--- src/hdl/mbt_pkg.sv ---
// Package: shared constants, types and arithmetic helpers of the MLP trainer.
package mbt_pkg;

  localparam int INPUT_COUNT  = 9;
  localparam int HIDDEN_COUNT = 40;
  localparam int WEIGHT_WIDTH = 24;

  localparam int FIRST_COUNT  = INPUT_COUNT * HIDDEN_COUNT;
  localparam int WEIGHT_TOTAL = FIRST_COUNT + HIDDEN_COUNT;
  localparam int HID_W        = (HIDDEN_COUNT > 1) ? $clog2(HIDDEN_COUNT) : 1;
  localparam int INP_W        = $clog2(INPUT_COUNT);
  localparam int FA_W         = $clog2(FIRST_COUNT);

  localparam int CMD_W        = 2;
  localparam int WIDX_W       = 9;
  localparam int WVAL_W       = 24;
  localparam int CELLS_W      = 18;
  localparam int TGT_W        = 4;
  localparam int ACT_W        = 17;
  localparam int MOVE_W       = 4;
  localparam int CFG_DATA_W   = 16;
  localparam int CFG_IDX_W    = 1;

  localparam int MUL_A_W      = 34;
  localparam int MUL_B_W      = 18;
  localparam int PROD_W       = MUL_A_W + MUL_B_W;

  localparam int SIG_SIZE     = 256;
  localparam int SIG_IDX_W    = 8;
  localparam int SIG_IDX_LSB  = 12;
  localparam logic signed [PROD_W-1:0] SIG_HI = PROD_W'(524288);
  localparam logic signed [PROD_W-1:0] SIG_LO = -SIG_HI;
  localparam logic [63:0] EXP_STEP = 64'd4162825044;

  localparam logic [ACT_W-1:0] ONE_Q16  = 17'h10000;
  localparam logic [ACT_W-1:0] HALF_Q16 = 17'h08000;
  localparam logic [CFG_DATA_W-1:0] CFG_RESET = 16'd6554;

  typedef enum logic [CMD_W-1:0] {
    CMD_LOAD  = 2'd0,
    CMD_TRAIN = 2'd1,
    CMD_INFER = 2'd2,
    CMD_NOP   = 2'd3
  } cmd_e;

  typedef enum logic [CFG_IDX_W-1:0] {
    CFG_MOMENTUM   = 1'b0,
    CFG_LEARN_RATE = 1'b1
  } cfg_idx_e;

  typedef enum logic [5:0] {
    ST_CLEAR, ST_IDLE, ST_DISPATCH, ST_LOAD,
    ST_H_RD, ST_H_MUL, ST_H_ACC, ST_H_SIG,
    ST_O_RD, ST_O_MUL, ST_O_ACC, ST_O_SIG,
    ST_E_SQ, ST_E_DY, ST_E_DYR, ST_E_YD, ST_E_YDR,
    ST_U2_RD, ST_U2_M1, ST_U2_M2, ST_U2_M3, ST_U2_WR,
    ST_B_RD, ST_B_M1, ST_B_M2, ST_B_DH, ST_B_M3, ST_B_WR,
    ST_F_RD, ST_F_M1, ST_F_M2, ST_F_WR,
    ST_DONE
  } state_e;

  typedef struct packed {
    state_e           step;
    logic             take;
    logic [HID_W-1:0] hid;
    logic [INP_W-1:0] inp;
    logic [FA_W-1:0]  addr;
  } mbt_cmd_t;

  typedef struct packed {
    cmd_e cmd;
    logic out_busy;
  } mbt_status_t;

  // Add half an LSB, then arithmetic shift right (floor).
  function automatic logic signed [PROD_W-1:0] round_sh(input logic signed [PROD_W-1:0] v,
                                                        input int s);
    logic signed [PROD_W-1:0] half;
    half = '0;
    half[s-1] = 1'b1;
    return (v + half) >>> s;
  endfunction

  function automatic logic signed [WEIGHT_WIDTH-1:0] sat_w(input logic signed [PROD_W-1:0] v);
    logic signed [PROD_W-1:0] hi;
    logic signed [PROD_W-1:0] lo;
    hi = '0;
    hi[WEIGHT_WIDTH-2:0] = '1;
    lo = ~hi;
    if (v > hi) return hi[WEIGHT_WIDTH-1:0];
    if (v < lo) return lo[WEIGHT_WIDTH-1:0];
    return v[WEIGHT_WIDTH-1:0];
  endfunction

  // Power chain of exp(-1/32) in Q0.32, evaluated at elaboration.
  function automatic logic [63:0] exp_pow(input int n);
    logic [63:0] p;
    p = 64'h1_0000_0000;
    for (int k = 1; k <= n; k++) begin
      p = (p * EXP_STEP + 64'h8000_0000) >> 32;
    end
    return p;
  endfunction

  // Desired output round(t * 65536 / 9); targets above nine saturate.
  function automatic logic [ACT_W-1:0] desired_q16(input logic [TGT_W-1:0] t);
    logic [ACT_W-1:0] r;
    case (t)
      4'd0:    r = 17'd0;
      4'd1:    r = 17'd7282;
      4'd2:    r = 17'd14564;
      4'd3:    r = 17'd21845;
      4'd4:    r = 17'd29127;
      4'd5:    r = 17'd36409;
      4'd6:    r = 17'd43691;
      4'd7:    r = 17'd50972;
      4'd8:    r = 17'd58254;
      default: r = 17'd65536;
    endcase
    return r;
  endfunction

endpackage

--- src/hdl/mbt_ctrl.sv ---
// Controller: sequencer state machine with loop counters for the MLP trainer.
module mbt_ctrl import mbt_pkg::*; (
  input  logic        clk_i,
  input  logic        rst_ni,
  input  logic        in_valid_i,
  output logic        in_ready_o,
  input  mbt_status_t st_i,
  output mbt_cmd_t    cmd_o
);

  state_e           state_q, state_d;
  logic [HID_W-1:0] hid_q, hid_d;
  logic [INP_W-1:0] inp_q, inp_d;
  logic [FA_W-1:0]  addr_q, addr_d;
  logic             hid_last, inp_last;

  assign hid_last = (hid_q == HID_W'(HIDDEN_COUNT - 1));
  assign inp_last = (inp_q == INP_W'(INPUT_COUNT - 1));

  always_ff @(posedge clk_i or negedge rst_ni) begin
    if (!rst_ni) begin
      state_q <= ST_CLEAR;
      hid_q   <= '0;
      inp_q   <= '0;
      addr_q  <= '0;
    end else begin
      state_q <= state_d;
      hid_q   <= hid_d;
      inp_q   <= inp_d;
      addr_q  <= addr_d;
    end
  end

  always_comb begin
    state_d = state_q;
    hid_d   = hid_q;
    inp_d   = inp_q;
    addr_d  = addr_q;
    unique case (state_q)
      ST_CLEAR: begin
        if (addr_q == FA_W'(FIRST_COUNT - 1)) begin
          state_d = ST_IDLE;
          addr_d  = '0;
        end else begin
          addr_d = addr_q + FA_W'(1);
        end
      end
      ST_IDLE: if (in_valid_i) state_d = ST_DISPATCH;
      ST_DISPATCH: begin
        hid_d  = '0;
        inp_d  = '0;
        addr_d = '0;
        unique case (st_i.cmd)
          CMD_LOAD:             state_d = ST_LOAD;
          CMD_TRAIN, CMD_INFER: state_d = ST_H_RD;
          CMD_NOP:              state_d = ST_DONE;
        endcase
      end
      ST_LOAD:  state_d = ST_DONE;
      ST_H_RD:  state_d = ST_H_MUL;
      ST_H_MUL: state_d = ST_H_ACC;
      ST_H_ACC: begin
        if (inp_last) begin
          state_d = ST_H_SIG;
        end else begin
          inp_d   = inp_q + INP_W'(1);
          addr_d  = addr_q + FA_W'(HIDDEN_COUNT);
          state_d = ST_H_RD;
        end
      end
      ST_H_SIG: begin
        inp_d = '0;
        if (hid_last) begin
          hid_d   = '0;
          state_d = ST_O_RD;
        end else begin
          hid_d   = hid_q + HID_W'(1);
          addr_d  = FA_W'(hid_q) + FA_W'(1);
          state_d = ST_H_RD;
        end
      end
      ST_O_RD:  state_d = ST_O_MUL;
      ST_O_MUL: state_d = ST_O_ACC;
      ST_O_ACC: begin
        if (hid_last) begin
          state_d = ST_O_SIG;
        end else begin
          hid_d   = hid_q + HID_W'(1);
          state_d = ST_O_RD;
        end
      end
      ST_O_SIG: state_d = (st_i.cmd == CMD_TRAIN) ? ST_E_SQ : ST_DONE;
      ST_E_SQ:  state_d = ST_E_DY;
      ST_E_DY:  state_d = ST_E_DYR;
      ST_E_DYR: state_d = ST_E_YD;
      ST_E_YD:  state_d = ST_E_YDR;
      ST_E_YDR: begin
        hid_d   = '0;
        state_d = ST_U2_RD;
      end
      ST_U2_RD: state_d = ST_U2_M1;
      ST_U2_M1: state_d = ST_U2_M2;
      ST_U2_M2: state_d = ST_U2_M3;
      ST_U2_M3: state_d = ST_U2_WR;
      ST_U2_WR: begin
        if (hid_last) begin
          hid_d   = '0;
          state_d = ST_B_RD;
        end else begin
          hid_d   = hid_q + HID_W'(1);
          state_d = ST_U2_RD;
        end
      end
      ST_B_RD: state_d = ST_B_M1;
      ST_B_M1: state_d = ST_B_M2;
      ST_B_M2: state_d = ST_B_DH;
      ST_B_DH: state_d = ST_B_M3;
      ST_B_M3: state_d = ST_B_WR;
      ST_B_WR: begin
        if (hid_last) begin
          hid_d   = '0;
          inp_d   = '0;
          addr_d  = '0;
          state_d = ST_F_RD;
        end else begin
          hid_d   = hid_q + HID_W'(1);
          state_d = ST_B_RD;
        end
      end
      ST_F_RD: state_d = ST_F_M1;
      ST_F_M1: state_d = ST_F_M2;
      ST_F_M2: state_d = ST_F_WR;
      ST_F_WR: begin
        if (!inp_last) begin
          inp_d   = inp_q + INP_W'(1);
          addr_d  = addr_q + FA_W'(HIDDEN_COUNT);
          state_d = ST_F_RD;
        end else if (hid_last) begin
          state_d = ST_DONE;
        end else begin
          inp_d   = '0;
          hid_d   = hid_q + HID_W'(1);
          addr_d  = FA_W'(hid_q) + FA_W'(1);
          state_d = ST_F_RD;
        end
      end
      ST_DONE: if (!st_i.out_busy) state_d = ST_IDLE;
      default: state_d = ST_IDLE;
    endcase
  end

  always_comb begin
    in_ready_o = (state_q == ST_IDLE);
    cmd_o.step = state_q;
    cmd_o.take = in_valid_i && (state_q == ST_IDLE);
    cmd_o.hid  = hid_q;
    cmd_o.inp  = inp_q;
    cmd_o.addr = addr_q;
  end

endmodule

--- config.mk ---
export PLATFORM = sky130hd
export DESIGN_NAME = mbt_ctrl
export DESIGN_NICKNAME = d
export VERILOG_FILES = /design/src/hdl/mbt_pkg.sv /design/src/hdl/mbt_ctrl.sv
export SDC_FILE = /design/constraint.sdc
export NUM_CORES = 1
export LEC_CHECK = 0
export ABC_AREA = 0
export BUFFER_PORTS_ARGS = -buffer_cell sky130_fd_sc_hd__buf_4
export CAP_MARGIN = 20
export CORE_UTILIZATION = 60
export CTS_BUF_LIST = sky130_fd_sc_hd__clkbuf_2
export CTS_CLUSTER_DIAMETER = 60
export DETAILED_ROUTE_END_ITERATION = 12
export PLACE_DENSITY_LB_ADDON = 0.15
export SLEW_MARGIN = 20
export SYNTH_ARGS = -nofsm -noshare
export SYNTH_HDL_FRONTEND = slang
export SYNTH_SLANG_ARGS = --single-unit
--- constraint.sdc ---
create_clock -name clk_i -period 2.98 [get_ports clk_i]
set_clock_uncertainty 0.1 [all_clocks]
set_input_delay 0.596 -clock clk_i [delete_from_list [all_inputs] [get_ports clk_i]]
set_output_delay 0.596 -clock clk_i [all_outputs]
set_load 0.03 [all_outputs]
==> reports/results.txt, run 1 <==
status - finished clean
setup TNS - 0 ns
GR Util All Layers - 31.6%
ANT cells - 0
Die Area - 4050 sq um
Mapped Nets - 297
drt total wl - 6.05 mm
Worst-Skew Late Latency - 0.38 ns
antenna violations before repair - 0
Worst slew margin - 56.8%
Seq cells post-synth - 25
CP Launch Type - flop
dpl hpwl - 4.43 mm
switching fraction of total power - 24.9%
CP Class - flop to output port
WL/cell - 16.9 microns
Setup violations, final - 0
Slowest-stage cell, CP - dfrtp_1
Non-Filler Instances - 357
vias in the first global route - 2,153
Initial DRT Pass Iterations - 7
achievable frequency - 0.351 GHz
placed cell area - 2560 sq um
Placed Cells - 352
final core occ - 70.8%
H-tree Lvls - 1
Cell variety after synth - 63
CP endpoint kind - output port
number of synthesized flops with an enable pin - 0
WP data required - 2.28 ns
WHS - 0.347 ns
Seq/Total Area, Yosys - 27.4%
GRT Residual Overflow - 0
vias per inst - 6.66
power density cells - 194 nW/um^2
measured slew at the worst slew-check pin - 0.638 ns
Reg power frac - 67.6%
Post-synth top flop - dfrtp_1
maximum vdd drop - 0.133 mV
NetSw - 0.125 mW
total I/O pin count - 33
internal power - 0.378 mW
CP max FO - 22
Yosys top cell by area - dfrtp_1
num rows - 22
clock sink count - 25
initial DRC count - 249
CTS clk-pin slew, worst paths - 0.27 ns
# fillers - 318
crit path DAT - 2.16 ns
unrepaired setup endpoints after global routing - false
initial core utilization - 62.3%
Post-CTS Setup Inserts - 0
final setup margin - 0.128 ns
worst slack, placed - 0.525 ns
Detail Route Antenna Nets - 0
Leak - 1.14 nW
total power - 0.503 mW
Post-Syn Instances - 283
period utilization - 95.7%
Die X - 63.6 microns
DR vias - 2,378
Synth top area share - 27.4%
global-route wire length before repair - 10.1 mm
Synth Area per Inst - 8.06 sq um
share of post-route cells with drive strength above 1 - 17.8%
post-route DRC violation count - 0
CTS root buffer - clkbuf_2
largest net degree at the start of global routing - 26
CP cell instances - or4_1 > nor3b_2 > and2_1 > buf_4
Syn Std Cell Area - 2280 sq um
Comb pwr share - 3.5%
Port Buffers - 32
Max Slew Vio Count - 0
core area - 3660 sq um
Synth async-reset ratio - 100%
CTS Buffer Depth - 2
Tmin final - 2.85 ns
CTS tree - yes
top cells by area, synth - dfrtp_1 (27%), ha_1 (4.4%), nand2_1 (4.1%)
Final Cell Area - 2590 sq um
Layout Area Growth over Synthesis - 13.8%
Min-Delay Path Class - input port to flop
die height - 63.6 microns
Max-cap violations - 0
nets - 324
CTS Buf Count - 3
gpl congestion - 0.943
Max stage delay on crit path - 0.67 ns
count of final hold-check violations - 0
Clock power frac - 28.9%
Synthesis Warnings - 0
[sequential cells by signal, summed over array words and instances, names as in the netlist]
register	cells
addr_q	9
inp_q	4
hid_q	6
state_q	6
[synth_stat cells (4+ instances only)]
cell	instances
a21oi_1	14
nand3_1	7
clkbuf_1	10
o211ai_1	6
nor2_1	17
nand2_1	25
buf_2	6
a211oi_1	5
a32oi_1	4
nand2b_1	6
o31ai_1	4
nor2b_1	4
o2bb2ai_1	6
o21ai_0	17
nor3_1	7
ha_1	8
dfrtp_1	25
and3_1	9
a21o_1	4
and2_1	7
o2111ai_1	5
xnor2_1	5
inv_1	17
[final cells by class]
type	instances	area (sq um)	share of cell area [%]
sequential	25	627	24.2
clock buffer	3	15.0	0.579
tap	48	60.1	2.32
clock inverter	1	5.00	0.193
timing repair buffer	42	318	12.3
inverter	17	63.8	2.46
multi-input combinational	221	1510	58.0
[power groups by stage]
stage / combinational, mW / sequential, mW / clock [mW]
finish: 0.0175 / 0.340 / 0.145
floorplan: 0.00352 / 0.346 / 0
global placement: 0.0170 / 0.346 / 0
detailed placement: 0.0171 / 0.346 / 0
CTS: 0.0182 / 0.340 / 0.150
global route: 0.0208 / 0.340 / 0.158
[what timing repair did]
action	CTS	global route
gates resized for setup	0	1
hold endpoints to repair	25	0
setup endpoints to repair	0	1
hold buffers	1	0
[metal layers]
layer  track usage [%]  wire length (microns)
met2              48.1                   2800
met3              4.35                    510
met1              46.0                   2680
met4              8.81                     61
met5                 0                      0
[worst max-delay path, delay by kind of cell, from the launching register on]
kind / cells / cell delay, ns
AND/OR/NAND/NOR: 3 / 0.94
flip-flops: 1 / 0.67
buffers and inverters: 1 / 0.15
[logic make-up (layout without fill, tap and decap cells)]
kind of cell / Yosys count / count (layout) / synth area share, %
AO/OA/AOI/OAI: 95 / 95 / 30.6
XOR/XNOR: 8 / 8 / 3.07
adder cells (fa/ha/maj): 8 / 8 / 4.39
buffers and inverters: 37 / 63 / 6.75
flip-flops: 25 / 25 / 27.4
multiplexers: 4 / 4 / 1.81
AND/OR/NAND/NOR: 106 / 106 / 26.0
[path summary, 6_finish.rpt]
check                                        from                endpoint  slack (ns)  depth (start not counted)
setup / recovery           state_q[4]$_DFFE_PN0P_               cmd_o[19]        0.13                          4
hold / removal                            st_i[0]  state_q[5]$_DFFE_PN0P_        0.35                          2
setup reg to reg           state_q[4]$_DFFE_PN0P_   addr_q[6]$_DFFE_PN0P_        0.42                          5
hold reg to reg              hid_q[1]$_DFFE_PN0P_    hid_q[1]$_DFFE_PN0P_        0.48                          2
max in group asynchronous                  rst_ni  state_q[3]$_DFFE_PN0P_        2.00                          2
min in group asynchronous                  rst_ni    inp_q[1]$_DFFE_PN0P_        0.50                          2
[cells in the final DEF, fill, tap and decap left out, types with 5 or more instances in the layout]
master,netlist,layout
nand3_1,7,7
o2111ai_1,5,5
dfrtp_1,25,24
a211oi_1,5,5
nand2_1,25,25
o211ai_1,6,6
o21ai_0,17,17
nor2_1,17,17
nor3_1,7,7
a21oi_1,14,14
buf_4,0,41
and3_1,9,9
inv_1,17,17
ha_1,8,8
xnor2_1,5,5
and2_1,7,7
o2bb2ai_1,6,6
nand2b_1,6,6
Power figures use the tool's default switching activity.
==> run 2: changes to the inputs <==
- ABC_AREA: 0 -> 1
==> run 2 against run 1 <==
  * Fmax increased by 8.0%
  * Register-to-register slack improved by 0.32 ns
  * Combinational power increased to 110 times the previous value
  * Sequential power increased by 100%
  * Critical path depth increased by 2
  * Global-route usage increased by 3.1 points
  * Total power increased to 5.5 times the previous value
  * Synthesized cell count increased by 42%
  * Critical endpoint unchanged
  * First-iteration DRC count increased by 60%
==> reports/results.txt, run 2 <==
DR vias - 2,828 (+19%)
CP max FO - 5 (-77%)
WHS - 0.382 ns (+0.0349 ns)
WP data required - 2.28 ns (about the same)
top-count cell post-synth - nand2_1
number of synthesized flops with an enable pin - 0 (unchanged)
# fillers - 351 (+10%)
placed cell area - 2820 sq um (+10%)
Max-cap violations - 0 (unchanged)
core area - 4030 sq um (+10%)
CTS tree - yes
Non-Filler Instances - 485 (+36%)
Post-CTS Setup Inserts - 0 (unchanged)
status - finished clean
clock sink count - 25 (unchanged)
highest routed layer - met4
most common cell after layout, fill and taps aside - nand2_1
Die X - 67.1 microns (+5.4%)
CTS Buffer Depth - 2 (unchanged)
largest net degree at the start of global routing - 26 (unchanged)
WHS Path Cells - 3 (+1)
unrepaired setup endpoints after global routing - false
HP Start - st_i[0]
final core occ - 70.9% (about the same)
CTS clk-pin slew, worst paths - 0.28 ns (about the same)
Worst Hold Path EP - state_q[5]$_DFFE_PN0P_
H-tree Lvls - 1 (unchanged)
commonest cells after routing, fill and taps aside - nand2_1 (121), nand3_1 (50), inv_1 (41), nor2_1 (41), buf_4 (33)
share of post-route cells with drive strength above 1 - 18.2% (+0.36 points)
Synth Area per Inst - 6.31 sq um (-22%)
Initial DRT Pass Iterations - 5 (-2)
initial DRC count - 399 (+60%)
post-route DRC violation count - 0 (unchanged)
Synthesis Warnings - 0 (unchanged)
Tmin final - 2.64 ns (-0.211 ns)
num rows - 23 (+4.5%)
Port Buffers - 32 (unchanged)
total power - 2.76 mW (+450%)
Yosys top cell by area - dfrtp_1
measured slew at the worst slew-check pin - 0.461 ns (-0.177 ns)
R2R Setup Slk - 0.74 ns (+0.32 ns)
Layout Area Growth over Synthesis - 12.4%
GRT Residual Overflow - 0 (unchanged)
period utilization - 88.6% (-7.1 points)
Seq cells post-synth - 25 (unchanged)
WL/cell - 14.5 microns (-15%)
met2 wire length - 3.18 mm (+14%)
worst slack, placed - 0.797 ns (+0.271 ns)
Crit Reg-Reg Endpoint - state_q[4]$_DFFE_PN0P_
register area - 626 sq um (-0.20%)
Max Slew Vio Count - 0 (unchanged)
CP Class - flop to output port
Worst-Skew Late Latency - 0.39 ns (about the same)
gpl congestion - 0.981 (+4.0%)
final setup margin - 0.339 ns (+0.211 ns)
Slowest-stage cell, CP - dfrtp_1
R2R depth - 8 (+3)
dpl hpwl - 5.42 mm (+22%)
Commonest cells post-synth - nand2_1 (121), nand3_1 (50), inv_1 (41), nor2_1 (41), dfrtp_1 (25)
achievable frequency - 0.379 GHz (+8.0%)
Cell variety after synth - 35 (-44%)
Seq/Total Area, Yosys - 24.6% (-2.8 points)
vias per inst - 5.83 (-12%)
vias in the first global route - 2,469 (+15%)
drt total wl - 7.02 mm (+16%)
CP endpoint kind - output port
Syn Std Cell Area - 2540 sq um (+12%)
global-route wire length before repair - 11.8 mm (+16%)
CP cell instances - inv_1 > nand2_1 > nor2_1 > nand2_1 > nor2_1 > buf_4
Post-synth top flop - dfrtp_1
count of final hold-check violations - 0 (unchanged)
antenna violations before repair - 0 (unchanged)
Mapped Nets - 417 (+40%)
Setup violations, final - 0 (unchanged)
total I/O pin count - 33 (unchanged)
area of the multi-input gates - 1700 sq um (+13%)
CTS Buf Count - 3 (unchanged)
Synth top area share - 24.6% (-2.8 points)
max reg flops - 9 (unchanged)
Min-Delay Path Class - input port to flop
top cells by area, synth - dfrtp_1 (25%), nand2_1 (18%), nand3_1 (9.8%)
largest registers - addr_q x9, hid_q x6, state_q x6
die height - 67.1 microns (+5.4%)
CP Launch Type - flop
maximum vdd drop - 0.623 mV (+370%)
Die Area - 4500 sq um (+11%)
crit path DAT - 1.94 ns (-0.22 ns)
Final Cell Area - 2860 sq um (+10%)
ANT cells - 0 (unchanged)
setup TNS - 0 ns (unchanged)
Detail Route Antenna Nets - 0 (unchanged)
nets - 450 (+39%)
reg2reg start - hid_q[1]$_DFFE_PN0P_
Placed Cells - 480 (+36%)
Worst slew margin - 69.1% (+12 points)
Max stage delay on crit path - 0.49 ns (-0.18 ns)
Leak - 1.54 nW (+35%)
Top reg by flops - addr_q
WL met3 - 588 microns (+15%)
power density cells - 966 nW/um^2 (+400%)
DRT met1 WL - 3.12 mm (+16%)
Synth async-reset ratio - 100% (unchanged)
Post-Syn Instances - 403 (+42%)
GR Util All Layers - 34.7% (+3.1 points)
CTS root buffer - clkbuf_2
initial core utilization - 63.1% (+0.84 points)
[run 2: logic make-up after synthesis]
group	share of synthesized area (%)
AOI/OAI and AO/OA	10.4
xor gates and xnor gates	2.41
adders and majority gates	3.94
buffers and inverters	8.56
DFF	24.6
and+or+nand+nor	50.0
[run 2: final cells by class]
cell class | instances | share of cell area [%]
Clock inverter | 1 | 0.263
Multi-Input combinational cell | 323 | 59.5
Inverter | 49 | 6.61
Timing Repair Buffer | 34 | 9.02
Tap cell | 50 | 2.19
Clock buffer | 3 | 0.526
Sequential cell | 25 | 21.9
[run 2: worst max-delay path by stage]
stage / to / startpoint / depth (start not counted) / slack (ns)
finish: cmd_o[19] / state_q[5]$_DFFE_PN0P_ / 6 / 0.34
global route: cmd_o[19] / state_q[5]$_DFFE_PN0P_ / 6 / 0.17
CTS: cmd_o[19] / state_q[5]$_DFFE_PN0P_ / 6 / 0.36
detailed placement: state_q[4]$_DFFE_PN0P_ / hid_q[1]$_DFFE_PN0P_ / 8 / 0.80
global placement: cmd_o[19] / state_q[5]$_DFFE_PN0P_ / 6 / 0.88
floorplan: cmd_o[19] / state_q[0]$_DFFE_PN0P_ / 4 / 0.80
[run 2: repair_timing]
| action | in CTS | in global routing |
|---|---|---|
| hold buffers | 1 | 0 |
| hold endpoints to repair | 25 | 0 |
| resized for setup | 0 | 0 |
[run 2: power by group]
part	switching [mW]	internal [mW]	total [mW]
clock network	0.124	0.0310	0.155
registers	0.227	0.461	0.689
logic	1.29	0.623	1.92
total	1.64	1.12	2.76
[run 2: worst max-delay path, delay by kind of cell (launching register included)]
kind / cells / cell delay (ns)
buf+inv: 2 / 0.34
simple gates: 4 / 0.73
flops: 1 / 0.49
[run 2: routing by layer]
metal / vias to the layer above / GRT usage, %
met1: 1275 / 51.7
met2: 155 / 51.9
met5: - / 0
li1: 1381 / -
met4: 0 / 9.57
met3: 17 / 3.60
